[src/hdl/nps_pkg.sv]
// Package with types, codes and constants of the PRM sentence parser.
`default_nettype none
package nps_pkg;

    localparam int VALUE_BITS_DEF  = 16;
    localparam int QUEUE_DEPTH_DEF = 2;
    localparam int OUT_BITS        = 16;

    localparam logic [3:0] CL_OTHER = 4'd0;
    localparam logic [3:0] CL_COMMA = 4'd1;
    localparam logic [3:0] CL_STAR  = 4'd2;
    localparam logic [3:0] CL_DOT   = 4'd3;
    localparam logic [3:0] CL_DIGIT = 4'd4;
    localparam logic [3:0] CL_S     = 4'd5;
    localparam logic [3:0] CL_E     = 4'd6;
    localparam logic [3:0] CL_A     = 4'd7;
    localparam logic [3:0] CL_V     = 4'd8;
    localparam logic [3:0] CL_P     = 4'd9;
    localparam logic [3:0] CL_R     = 4'd10;
    localparam logic [3:0] CL_M     = 4'd11;

    localparam logic [2:0] F_HEADER = 3'd0;
    localparam logic [2:0] F_SOURCE = 3'd1;
    localparam logic [2:0] F_SHAFT  = 3'd2;
    localparam logic [2:0] F_SPEED  = 3'd3;
    localparam logic [2:0] F_PITCH  = 3'd4;
    localparam logic [2:0] F_STATUS = 3'd5;
    localparam logic [2:0] F_DONE   = 3'd6;

    localparam logic [2:0] E_NONE   = 3'd0;
    localparam logic [2:0] E_HEADER = 3'd1;
    localparam logic [2:0] E_SOURCE = 3'd2;
    localparam logic [2:0] E_STATUS = 3'd6;

    localparam logic [1:0] ST_NONE  = 2'd0;
    localparam logic [1:0] ST_A     = 2'd1;
    localparam logic [1:0] ST_V     = 2'd2;
    localparam logic [1:0] ST_OTHER = 2'd3;

    localparam logic [2:0] CNT_MAX  = 3'd7;

    typedef struct packed {
        logic [3:0] cls;
        logic [3:0] digit;
        logic       last;
    } t_token;

    typedef struct packed {
        logic [2:0]          error_code;
        logic                source_is_e;
        logic [OUT_BITS-1:0] shaft_value;
        logic [OUT_BITS-1:0] speed_value;
        logic [OUT_BITS-1:0] pitch_value;
        logic                status_void;
    } t_result;

    localparam int TOKEN_W  = $bits(t_token);
    localparam int RESULT_W = $bits(t_result);

endpackage
`default_nettype wire

[src/hdl/nmea_prm_sentence_parser.sv]
// Streaming checker for PRM engine sentences, one byte per item, one result per sentence.
// The block accepts one byte per clock cycle, sustained: each byte is classified on
// entry and written to a short token queue, and the field parser takes one token per
// cycle and updates its state in that cycle, the multiply-by-ten accumulate being the
// deepest path. The result of a sentence enters the result queue at the edge where the
// parser takes the last byte from the token queue, so it shows at the output only after
// that byte has passed through the token queue. Input stalls only when the result queue
// is full and the parser waits on a last byte, which backs up the token queue.
`default_nettype none
module nmea_prm_sentence_parser
    import nps_pkg::*;
#(
    parameter int VALUE_BITS  = VALUE_BITS_DEF,
    parameter int QUEUE_DEPTH = QUEUE_DEPTH_DEF
) (
    input  wire logic                i_clk,
    input  wire logic                i_rst_n,
    input  wire logic                push,
    output logic                     full,
    input  wire logic [7:0]          i_char_byte,
    input  wire logic                i_end_of_sentence,
    output logic                     empty,
    input  wire logic                pop,
    output logic [2:0]               o_error_code,
    output logic                     o_source_is_e,
    output logic [OUT_BITS-1:0]      o_shaft_value,
    output logic [OUT_BITS-1:0]      o_speed_value,
    output logic [OUT_BITS-1:0]      o_pitch_value,
    output logic                     o_status_void
);

    t_token  w_in_tok;
    t_token  w_q_tok;
    t_result w_res;
    t_result w_out_res;
    logic    w_tok_empty;
    logic    w_tok_pop;
    logic    w_res_full;
    logic    w_res_push;
    logic [TOKEN_W-1:0]  w_q_tok_bits;
    logic [RESULT_W-1:0] w_out_bits;

    nps_classify u_classify (
        .i_char_byte       (i_char_byte),
        .i_end_of_sentence (i_end_of_sentence),
        .o_token           (w_in_tok)
    );

    nps_fifo #(
        .WIDTH (TOKEN_W),
        .DEPTH (QUEUE_DEPTH)
    ) u_tok_q (
        .i_clk   (i_clk),
        .i_rst_n (i_rst_n),
        .i_push  (push),
        .o_full  (full),
        .i_data  (w_in_tok),
        .i_pop   (w_tok_pop),
        .o_empty (w_tok_empty),
        .o_data  (w_q_tok_bits)
    );

    assign w_q_tok = t_token'(w_q_tok_bits);

    nps_parse #(
        .VALUE_BITS (VALUE_BITS)
    ) u_parse (
        .i_clk       (i_clk),
        .i_rst_n     (i_rst_n),
        .i_tok_empty (w_tok_empty),
        .i_tok       (w_q_tok),
        .o_tok_pop   (w_tok_pop),
        .i_res_full  (w_res_full),
        .o_res_push  (w_res_push),
        .o_res       (w_res)
    );

    nps_fifo #(
        .WIDTH (RESULT_W),
        .DEPTH (QUEUE_DEPTH)
    ) u_res_q (
        .i_clk   (i_clk),
        .i_rst_n (i_rst_n),
        .i_push  (w_res_push),
        .o_full  (w_res_full),
        .i_data  (w_res),
        .i_pop   (pop),
        .o_empty (empty),
        .o_data  (w_out_bits)
    );

    assign w_out_res     = t_result'(w_out_bits);
    assign o_error_code  = w_out_res.error_code;
    assign o_source_is_e = w_out_res.source_is_e;
    assign o_shaft_value = w_out_res.shaft_value;
    assign o_speed_value = w_out_res.speed_value;
    assign o_pitch_value = w_out_res.pitch_value;
    assign o_status_void = w_out_res.status_void;

endmodule
`default_nettype wire

[src/hdl/nps_fifo.sv]
// Small first-in first-out queue of packed items.
`default_nettype none
module nps_fifo #(
    parameter int WIDTH = 8,
    parameter int DEPTH = 2
) (
    input  wire logic             i_clk,
    input  wire logic             i_rst_n,
    input  wire logic             i_push,
    output logic                  o_full,
    input  wire logic [WIDTH-1:0] i_data,
    input  wire logic             i_pop,
    output logic                  o_empty,
    output logic      [WIDTH-1:0] o_data
);

    localparam int AW = (DEPTH > 1) ? $clog2(DEPTH) : 1;

    logic [WIDTH-1:0] r_mem [DEPTH];
    logic [AW-1:0]    r_wr, r_rd;
    logic [AW:0]      r_count, n_count;
    logic             w_do_push, w_do_pop;

    assign o_full    = (r_count == (AW+1)'(DEPTH));
    assign o_empty   = (r_count == '0);
    assign w_do_push = i_push && !o_full;
    assign w_do_pop  = i_pop && !o_empty;
    assign o_data    = r_mem[r_rd];

    always_comb begin
        n_count = r_count;
        if (w_do_push && !w_do_pop) begin
            n_count = r_count + 1'b1;
        end else if (w_do_pop && !w_do_push) begin
            n_count = r_count - 1'b1;
        end
    end

    always_ff @(posedge i_clk) begin
        if (!i_rst_n) begin
            r_wr    <= '0;
            r_rd    <= '0;
            r_count <= '0;
        end else begin
            if (w_do_push) begin
                r_wr <= (r_wr == AW'(DEPTH - 1)) ? '0 : r_wr + 1'b1;
            end
            if (w_do_pop) begin
                r_rd <= (r_rd == AW'(DEPTH - 1)) ? '0 : r_rd + 1'b1;
            end
            r_count <= n_count;
        end
    end

    always_ff @(posedge i_clk) begin
        if (w_do_push) begin
            r_mem[r_wr] <= i_data;
        end
    end

endmodule
`default_nettype wire

[src/hdl/nps_classify.sv]
// Front end: sorts each incoming byte into a character class.
`default_nettype none
module nps_classify
    import nps_pkg::*;
(
    input  wire logic [7:0] i_char_byte,
    input  wire logic       i_end_of_sentence,
    output t_token          o_token
);

    always_comb begin
        o_token.last  = i_end_of_sentence;
        o_token.digit = i_char_byte[3:0];
        case (i_char_byte)
            8'h2C:   o_token.cls = CL_COMMA;
            8'h2A:   o_token.cls = CL_STAR;
            8'h2E:   o_token.cls = CL_DOT;
            8'h53:   o_token.cls = CL_S;
            8'h45:   o_token.cls = CL_E;
            8'h41:   o_token.cls = CL_A;
            8'h56:   o_token.cls = CL_V;
            8'h50:   o_token.cls = CL_P;
            8'h52:   o_token.cls = CL_R;
            8'h4D:   o_token.cls = CL_M;
            default: begin
                if (i_char_byte inside {[8'h30:8'h39]}) begin
                    o_token.cls = CL_DIGIT;
                end else begin
                    o_token.cls = CL_OTHER;
                end
            end
        endcase
    end

endmodule
`default_nettype wire

[src/hdl/nps_parse.sv]
// Back end: field state machine that checks the sentence and builds the result.
`default_nettype none
module nps_parse
    import nps_pkg::*;
#(
    parameter int VALUE_BITS = VALUE_BITS_DEF
) (
    input  wire logic   i_clk,
    input  wire logic   i_rst_n,
    input  wire logic   i_tok_empty,
    input  wire t_token i_tok,
    output logic        o_tok_pop,
    input  wire logic   i_res_full,
    output logic        o_res_push,
    output t_result     o_res
);

    function automatic logic f_close_ok(input logic [2:0] field, input logic [2:0] cnt,
                                        input logic hdr, input logic dig,
                                        input logic [1:0] status);
        logic ok;
        case (field)
            F_HEADER:                  ok = (cnt == 3'd6) && hdr;
            F_SOURCE:                  ok = (cnt == 3'd1);
            F_SHAFT, F_SPEED, F_PITCH: ok = dig;
            default:                   ok = (cnt == 3'd1) &&
                                            (status == ST_A || status == ST_V);
        endcase
        return ok;
    endfunction

    logic [2:0]            r_field, n_field;
    logic [2:0]            r_cnt, n_cnt;
    logic                  r_hdr, n_hdr;
    logic [VALUE_BITS-1:0] r_acc, n_acc;
    logic                  r_dot, n_dot;
    logic                  r_dig, n_dig;
    logic [2:0]            r_err, n_err;
    logic                  r_src, n_src;
    logic [OUT_BITS-1:0]   r_shaft, n_shaft;
    logic [OUT_BITS-1:0]   r_speed, n_speed;
    logic [OUT_BITS-1:0]   r_pitch, n_pitch;
    logic [1:0]            r_status, n_status;

    logic [VALUE_BITS+3:0] w_wide;
    logic [VALUE_BITS+3:0] w_sum;
    logic                  w_consume;
    logic                  w_close;
    logic                  w_ok;
    logic [2:0]            w_reached;

    assign w_wide    = {4'b0000, r_acc};
    assign w_sum     = (w_wide << 3) + (w_wide << 1) + (VALUE_BITS+4)'(i_tok.digit);
    assign w_consume = !i_tok_empty && (!i_tok.last || !i_res_full);
    assign o_tok_pop  = w_consume;
    assign o_res_push = w_consume && i_tok.last;

    always_comb begin
        n_field  = r_field;
        n_cnt    = r_cnt;
        n_hdr    = r_hdr;
        n_acc    = r_acc;
        n_dot    = r_dot;
        n_dig    = r_dig;
        n_err    = r_err;
        n_src    = r_src;
        n_shaft  = r_shaft;
        n_speed  = r_speed;
        n_pitch  = r_pitch;
        n_status = r_status;
        w_close  = 1'b0;
        w_ok     = 1'b0;
        w_reached = F_DONE;
        o_res    = '0;

        if (r_err == E_NONE && r_field <= F_STATUS) begin
            w_close = (r_field < F_STATUS && i_tok.cls == CL_COMMA) ||
                      (r_field == F_STATUS && i_tok.cls == CL_STAR);
            if (w_close) begin
                w_ok = f_close_ok(r_field, r_cnt, r_hdr, r_dig, r_status);
                if (w_ok) begin
                    case (r_field)
                        F_SHAFT: n_shaft = OUT_BITS'(r_acc);
                        F_SPEED: n_speed = OUT_BITS'(r_acc);
                        F_PITCH: n_pitch = OUT_BITS'(r_acc);
                        default: ;
                    endcase
                    n_field = r_field + 3'd1;
                    n_cnt   = '0;
                    n_acc   = '0;
                    n_dot   = 1'b0;
                    n_dig   = 1'b0;
                end else begin
                    n_err = r_field + 3'd1;
                end
            end else begin
                if (r_cnt != CNT_MAX) begin
                    n_cnt = r_cnt + 3'd1;
                end
                case (r_field)
                    F_HEADER: begin
                        if ((r_cnt == 3'd3 && i_tok.cls != CL_P) ||
                            (r_cnt == 3'd4 && i_tok.cls != CL_R) ||
                            (r_cnt == 3'd5 && i_tok.cls != CL_M)) begin
                            n_hdr = 1'b0;
                        end
                    end
                    F_SOURCE: begin
                        if (i_tok.cls == CL_S) begin
                            n_src = 1'b0;
                        end else if (i_tok.cls == CL_E) begin
                            n_src = 1'b1;
                        end else begin
                            n_err = E_SOURCE;
                        end
                    end
                    F_SHAFT, F_SPEED, F_PITCH: begin
                        if (i_tok.cls == CL_DIGIT) begin
                            n_dig = 1'b1;
                            if (!r_dot) begin
                                if (w_sum[VALUE_BITS+3:VALUE_BITS] != 4'd0) begin
                                    n_acc = '1;
                                end else begin
                                    n_acc = w_sum[VALUE_BITS-1:0];
                                end
                            end
                        end else if (i_tok.cls == CL_DOT) begin
                            n_dot = 1'b1;
                        end else begin
                            n_err = r_field + 3'd1;
                        end
                    end
                    default: begin
                        if (r_cnt == 3'd0) begin
                            if (i_tok.cls == CL_A) begin
                                n_status = ST_A;
                            end else if (i_tok.cls == CL_V) begin
                                n_status = ST_V;
                            end else begin
                                n_status = ST_OTHER;
                            end
                        end
                    end
                endcase
            end
        end

        if (i_tok.last) begin
            if (n_err == E_NONE && n_field <= F_STATUS) begin
                if (f_close_ok(n_field, n_cnt, n_hdr, n_dig, n_status)) begin
                    case (n_field)
                        F_SHAFT: n_shaft = OUT_BITS'(n_acc);
                        F_SPEED: n_speed = OUT_BITS'(n_acc);
                        F_PITCH: n_pitch = OUT_BITS'(n_acc);
                        default: ;
                    endcase
                    n_field = n_field + 3'd1;
                    if (n_field <= F_STATUS) begin
                        n_err = n_field + 3'd1;
                    end
                end else begin
                    n_err = n_field + 3'd1;
                end
            end

            w_reached          = (n_err == E_NONE) ? F_DONE : n_err - 3'd1;
            o_res.error_code   = n_err;
            o_res.source_is_e  = (w_reached > F_SOURCE) ? n_src : 1'b0;
            o_res.shaft_value  = (w_reached > F_SHAFT) ? n_shaft : '0;
            o_res.speed_value  = (w_reached > F_SPEED) ? n_speed : '0;
            o_res.pitch_value  = (w_reached > F_PITCH) ? n_pitch : '0;
            o_res.status_void  = (n_err == E_NONE) && (n_status == ST_V);

            n_field  = F_HEADER;
            n_cnt    = '0;
            n_hdr    = 1'b1;
            n_acc    = '0;
            n_dot    = 1'b0;
            n_dig    = 1'b0;
            n_err    = E_NONE;
            n_src    = 1'b0;
            n_shaft  = '0;
            n_speed  = '0;
            n_pitch  = '0;
            n_status = ST_NONE;
        end
    end

    always_ff @(posedge i_clk) begin
        if (!i_rst_n) begin
            r_field  <= F_HEADER;
            r_cnt    <= '0;
            r_hdr    <= 1'b1;
            r_acc    <= '0;
            r_dot    <= 1'b0;
            r_dig    <= 1'b0;
            r_err    <= E_NONE;
            r_src    <= 1'b0;
            r_shaft  <= '0;
            r_speed  <= '0;
            r_pitch  <= '0;
            r_status <= ST_NONE;
        end else if (w_consume) begin
            r_field  <= n_field;
            r_cnt    <= n_cnt;
            r_hdr    <= n_hdr;
            r_acc    <= n_acc;
            r_dot    <= n_dot;
            r_dig    <= n_dig;
            r_err    <= n_err;
            r_src    <= n_src;
            r_shaft  <= n_shaft;
            r_speed  <= n_speed;
            r_pitch  <= n_pitch;
            r_status <= n_status;
        end
    end

endmodule
`default_nettype wire

[config.mk]
export PLATFORM = sky130hd
export DESIGN_NAME = nmea_prm_sentence_parser
export DESIGN_NICKNAME = d
export VERILOG_FILES = /design/src/hdl/nps_pkg.sv /design/src/hdl/nmea_prm_sentence_parser.sv /design/src/hdl/nps_fifo.sv /design/src/hdl/nps_classify.sv /design/src/hdl/nps_parse.sv
export SDC_FILE = /design/constraint.sdc
export NUM_CORES = 1
export LEC_CHECK = 0
export BUFFER_PORTS_ARGS = -buffer_cell sky130_fd_sc_hd__buf_2
export CAP_MARGIN = 5
export CORE_MARGIN = 2
export CORE_UTILIZATION = 48
export DETAILED_ROUTE_END_ITERATION = 16
export GPL_TIMING_DRIVEN = 1
export PLACE_DENSITY = 0.74
export SLEW_MARGIN = 20
export SYNTH_ARGS = -nofsm -noshare
export SYNTH_HDL_FRONTEND = slang
export SYNTH_SLANG_ARGS = --single-unit
[constraint.sdc]
create_clock -name i_clk -period 9.9 [get_ports i_clk]
set_input_delay 1.98 -clock i_clk [delete_from_list [all_inputs] [get_ports i_clk]]
set_output_delay 1.98 -clock i_clk [all_outputs]
set_load 0.01 [all_outputs]
## Yosys cells after proc, flatten, opt, wreduce, memory -nomap -nowiden

Memories as Yosys holds them, arrays and structs flattened. A register that Yosys moved wholly into a read port is not among the register bits.
Cells that the tools add are included.

| word-level totals | value |
|---|---|
| register bits | 87 |
| bits in writable memories | 124 |
| input port bits | 13 |
| output and inout bits | 55 |
| logic and storage cells | 262 |
| memories kept | 2 |

Memory list:

| memory | words | bits a word | read ports | clocked after memory_dff | wr ports | line | text |
|---|---|---|---|---|---|---|---|
| u_res_q.r_mem | 2 | 53 | 1 | 1 | 1 | nps_fifo.sv:19 | `logic [WIDTH-1:0] r_mem [DEPTH];` |
| u_tok_q.r_mem | 2 | 9 | 1 | 1 | 1 | nps_fifo.sv:19 |  |

| cells by class | value |
|---|---|
| add/sub/neg operators | 15 |
| $lt $le $gt $ge | 10 |
| eq/ne operators | 46 |
| mux-type cells | 115 |
| reductions and logical operators | 56 |

Operators by type and width:

| kind | count |
|---|---|
| $mux W16 | 35 |
| $mux W3 | 23 |
| $eq A8 B7 Y1 const B | 7 |
| $mux W53 | 1 |
| $mux W1 | 42 |
| $pmux W4 S10 | 1 |
| $eq A8 B6 Y1 const B | 3 |
| $logic_and A1 B1 Y1 | 23 |
| $eq A3 B3 Y1 const B | 7 |
| $add A19 B17 Y20 | 1 |
| $add A20 B4 Y20 | 1 |
| $mux W2 | 10 |
| $logic_not A3 Y1 | 6 |
| $eq A4 B3 Y1 const B | 4 |
| $eq A3 B2 Y1 const B | 5 |
| $add A3 B1 Y3 const B | 4 |
| $eq A3 B1 Y1 const B | 4 |
| $ne A4 B4 Y1 const B | 3 |
| $le A3 B3 Y1 const B | 3 |
| $logic_not A1 Y1 | 9 |
| $eq A2 B2 Y1 const B | 4 |
| $eq A4 B2 Y1 const B | 2 |
| $ge A8 B6 Y1 const B | 1 |
| $le A8 B6 Y1 const B | 1 |
| 24 further kinds | 42 |

## Logic depth before layout (Yosys ltp)

| logic depth | value |
|---|---|
| depth after elaboration | 22 |
| gate-level depth with buffers | 28 |
| mapped depth without buffers | 25 |

## By module

A second synthesis with hierarchy kept.

| second synthesis, totals | value |
|---|---|
| cells, all modules | 1121 |
| area total of the unflattened synthesis | 11813.8 um^2 |

By module, submodules not included:

| module | instances | cells each | area an instance (um^2) | sequential area each (um^2) |
|---|---|---|---|---|
| nps_parse | 1 | 842 | 6622.6 | 1581.5 |
| nps_fifo at u_res_q | 1 | 190 | 4056.4 | 3283.1 |
| nps_fifo at u_tok_q | 1 | 54 | 874.6 | 640.6 |
| nps_classify | 1 | 35 | 260.2 | 0.0 |

## Worst setup path after synthesis

No wires, ideal clock.

| timing path | value |
|---|---|
| path type | flip-flop to flip-flop |
| start | register u_parse.r_field[0] |
| end | memory u_res_q.r_mem[0][38] (netlist bit), data pin |
| library setup time | 0.259 ns |
| arrival time | 5.175 ns |
| data required time | 9.641 ns |
| setup slack | 4.466 ns |
| stages on the path, launching flop included | 27 |
| buffers on the path | 3 |
| period minus slack after synthesis | 5.434 ns |
| path through | dfxtp_1 -> inv_1 -> ha_1 -> nor2b_1 -> clkbuf_1 -> o31ai_1 -> nand3_1 -> nand3_1 -> nor2_1 -> a21oi_1 -> inv_1 -> ha_1 -> ha_1 -> nor3_1 -> o311ai_1 -> a2111oi_4 -> o31a_1 -> o21ai_1 -> and2_1 -> ha_1 -> ha_1 -> nand2b_1 -> buf_1 -> o41a_1 -> o21ai_2 -> buf_4 -> o211a_1 |

RTL lines:

| item | line | text |
|---|---|---|
| start, declared | nps_parse.sv:32 | `logic [2:0] r_field, n_field;` |
| start signal, assigned | nps_parse.sv:204 | `r_field <= n_field;` |
| end, declared | nps_fifo.sv:19 |  |

==> parameters.txt <==
Parameter                              Value

Timing
  Finish-stage setup viols ... 0
  Number of max-slew violations in the final report ... 0
  Transition time at the pin with the least slew margin ... 1.122 ns
  Final critical path time including I/O delays and setup ... 7.152 ns
  Fmax ... 139.8 MHz
  Worst setup skew after layout ... 0.01080 ns
  Unrepaired setup endpoints after global routing ... no
  Max_slew headroom ... 24.40%
  Final period util ... 72.25%
  Total negative slack for setup checks ... 0 ns
  Final Hold Violating Endpoints ... 0
  Worst Hold Slack ... 0.5181 ns

CTS
  Hold-fix buffers, CTS ... 0
  Number of buffers on the longest clock path ... 3
  Clock root buffer ... sky130_fd_sc_hd__clkbuf_16
  Number of clock buffers inserted by TritonCTS ... 23
  Number of gates resized after CTS ... 0
  Post-CTS clock slew at the launch and capture registers of the worst setup and hold paths ... 0.06 ns
  Later-pin clock latency in the skew report ... 0.52 ns
  CTS tree ... built
  Post-CTS setup-driven buffer insertion count ... 0
  H-tree levels ... 1
  # clock sinks ... 213

Setup path
  CP Class ... flop to flop
  CP peak stage delay ... 0.81 ns
  Number of cells on the worst reg-to-reg path ... 20
  CP dominant cell by count ... sky130_fd_sc_hd__ha_1
  Cell family with the largest share of critical-path delay ... simple AND/OR/NAND/NOR gates
  Worst path buffer plus inverter count ... 2
  Crit path max fanout ... 24
  Slack of the worst reg-to-reg path ... 2.75 ns
  Kind of launch point of the worst setup path ... flop
  CP Capture Type ... flop
  Series of cell instances along the critical path ... mux2_2, nor3_2, o21ai_4, nor3_4, buf_4, mux2i_1, inv_1, ha_1, nor3_1, o311ai_1, a2111oi_4, o31a_1, o21ai_1, and2_1, ha_1, ha_1, nand2b_1, o41a_1, o21ai_2, and2_1
  Critical register-to-register path endpoint ... u_res_q.r_mem[1][47]$_DFFE_PP_
  Library cell contributing the largest single delay on the critical path ... sky130_fd_sc_hd__dfxtp_1
  CP arrival ... 7.43 ns
  Data required time at the worst endpoint ... 10.17 ns

GRT
  Initial antenna violation count ... 0
  Total GRT Usage ... 22.86%
  Total gr overflow ... 0
  First-pass GRT wire length ... 47080 um
  Via count of the first global-routing pass ... 8657
  Maximum number of pins on one net before global-route repair ... 90

Routing
  Vias ... 9039
  Wire length the detailed router placed on met1 ... 12990 um
  Vias per cell ... 6.006
  Top routing layer used ... met4
  Routed wl met2 ... 13960 um
  DR WL met3 ... 2115 um
  Number of remaining DRC errors ... 0
  Detail-routed net length per standard cell ... 20.10 um
  Antenna-violating nets left ... 0
  Final WL ... 30250 um
  Starting DRT DRC Count ... 800
  First-pass iteration count of the detailed router ... 6

Die
  Die area ... 25970 um2
  Area of the core ... 24320 um2
  I/O pin total ... 68
  # rows ... 57
  Initial cell density of the core ... 48.75%
  Die X-Extent ... 161.2 um
  Height of the die ... 161.2 um

Synth
  Synthesized flop and latch total ... 213
  Portion of the post-synthesis area used by sequential elements ... 46.43%
  Async SR Flop Fraction ... 0%
  Mean post-synth cell area ... 10.42 um2
  Combined area of all synthesized cells ... 11860 um2
  Synthesized netlist net count ... 1205
  Count of unique library cells instantiated by Yosys ... 75
  Commonest register cell after synthesis ... sky130_fd_sc_hd__edfxtp_1
  EDFF count, synth ... 124
  Warnings, synthesis ... 0
  Post-Syn Instances ... 1138

Finish
  Most common cell after layout, fill and taps aside ... sky130_fd_sc_hd__edfxtp_1
  Fin cells ... 1505
  Highest-count cells in the layout ignoring fill and taps ... sky130_fd_sc_hd__edfxtp_1 (124), sky130_fd_sc_hd__dfxtp_1 (88), sky130_fd_sc_hd__nor2b_1 (72)
  Nets ... 1231
  Final core utilization ... 54.21%
  Register area ... 5507 um2
  Syn-to-layout area delta ... 11.20%
  Share of layout cells above drive strength 1 ... 17.44%
  Diodes inserted ... 0
  Final standard cell area without fillers ... 13180 um2
  Total area of multi-input combinational cells ... 5959 um2
  Filler cells ... 2079

Worst hold path
  Worst hold path cell count ... 1
  Class of the tightest hold or removal check ... flop to flop
  Min-Delay Startpoint ... u_parse.r_dot$_SDFFE_PN0P_
  Hold Path Sink ... u_parse.r_dot$_SDFFE_PN0P_

Place
  DP Wirelength ... 19980 um
  Total placed cells including tap cells ... 1463
  Final weighted congestion of routability-driven global placement ... 0.8962
  Number of port buffers ... 67
  DP Area ... 12410 um2

Pwr
  Maximum vdd ir drop ... 302.8 uV
  Static leakage ... 5.173 nW
  Power density over the cells ... 216.1 nW/um2

Job
  Max Cap Violations ... 0

Outcome
  Status ... finished clean
-- through the flow --
| step | total power, mW | setup WS [ns] |
|---|---|---|
| 4_1_cts | 2.879 | 2.894 |
| 3_3_place_gp | 1.986 | 3.061 |
| 3_5_place_dp | 2.001 | 2.912 |
| 5_1_grt | 2.981 | 2.277 |
| 2_1_floorplan | 1.720 | 4.466 |
| 6_report | 2.850 | 2.748 |
-- synth_stat cells (all sizes together) (19+ instances only) --
master  instances  share of area [%]
clkbuf         68                2.2
nor2b          72                3.8
ha             52                5.5
dfxtp          89                 15
nand3          45                1.9
o21ai          48                2.2
and2           31                1.6
mux2i          42                3.5
a21oi          34                1.4
nor3           28                1.4
mux2           59                5.6
edfxtp        124                 31
nor2           66                2.1
o211a          19                1.6
a22oi          60                3.8
nand2          69                2.2
a211oi         36                2.7
inv            24               0.76
-- kinds of logic (layout without fill, tap and decap cells) --
kind of cell	after synthesis	count (layout)	share of synthesized area (%)
buffers and inverters	106	149	3.493
and+or+nand+nor	358	358	15.72
muxes	101	101	9.149
DFF	213	213	46.43
adders and majority gates	54	54	5.825
xor gates and xnor gates	18	18	1.330
AOI/OAI and AO/OA	288	288	18.05
-- where the power goes --
| part | leakage (nW) | total (mW) | internal, mW | switching [mW] |
|---|---|---|---|---|
| Combinational | 2.91 | 0.785 | 0.307 | 0.478 |
| Sequential | 1.89 | 1.19 | 1.13 | 0.0577 |
| Clock | 0.368 | 0.874 | 0.526 | 0.348 |
| Total | 5.17 | 2.85 | 1.97 | 0.884 |
-- per-layer routing --
layer | GRT usage [%] | up-vias
met5 | 0 | -
met4 | 8.888 | 0
met3 | 3.210 | 70
met2 | 37.67 | 337
met1 | 30.67 | 4342
li1 | - | 4290
-- cell type report --
type	count	share of cell area, %
flip-flops and latches	213	41.77
clock inverters	9	1.015
well taps	324	3.075
inverters	24	0.6833
clock buffers	33	4.802
multi-input cells	819	45.20
repair buffers	83	3.454
-- sequential cells by signal, indices dropped and copies added (netlist names), 2 cells and up, named ones only --
| name | cells |
|---|---|
| u_tok_q.r_mem | 18 |
| u_parse.r_field | 3 |
| u_parse.r_speed | 16 |
| u_res_q.r_count | 2 |
| u_parse.r_cnt | 3 |
| u_parse.r_status | 2 |
| u_parse.r_err | 3 |
| u_parse.r_shaft | 16 |
| u_parse.r_pitch | 16 |
| u_parse.r_acc | 16 |
| u_res_q.r_mem | 106 |
| u_tok_q.r_count | 2 |
-- worst max-delay path by stage --
stage	startpoint	to	slack, ns	depth (start not counted)
after floorplan	u_parse.r_field[0]$_SDFFE_PN0P_	u_res_q.r_mem[0][38]$_DFFE_PP_	4.47	26
after global placement	flop	u_res_q.r_mem[0][47]$_DFFE_PP_	3.06	20
after detailed placement	flop	u_res_q.r_mem[0][47]$_DFFE_PP_	2.91	20
after CTS	flop	u_res_q.r_mem[1][47]$_DFFE_PP_	2.89	20
after global routing	u_parse.r_field[0]$_SDFFE_PN0P_	u_res_q.r_mem[1][47]$_DFFE_PP_	2.28	24
final	flop	u_res_q.r_mem[1][47]$_DFFE_PP_	2.75	20
Power figures use the tool's default switching activity.
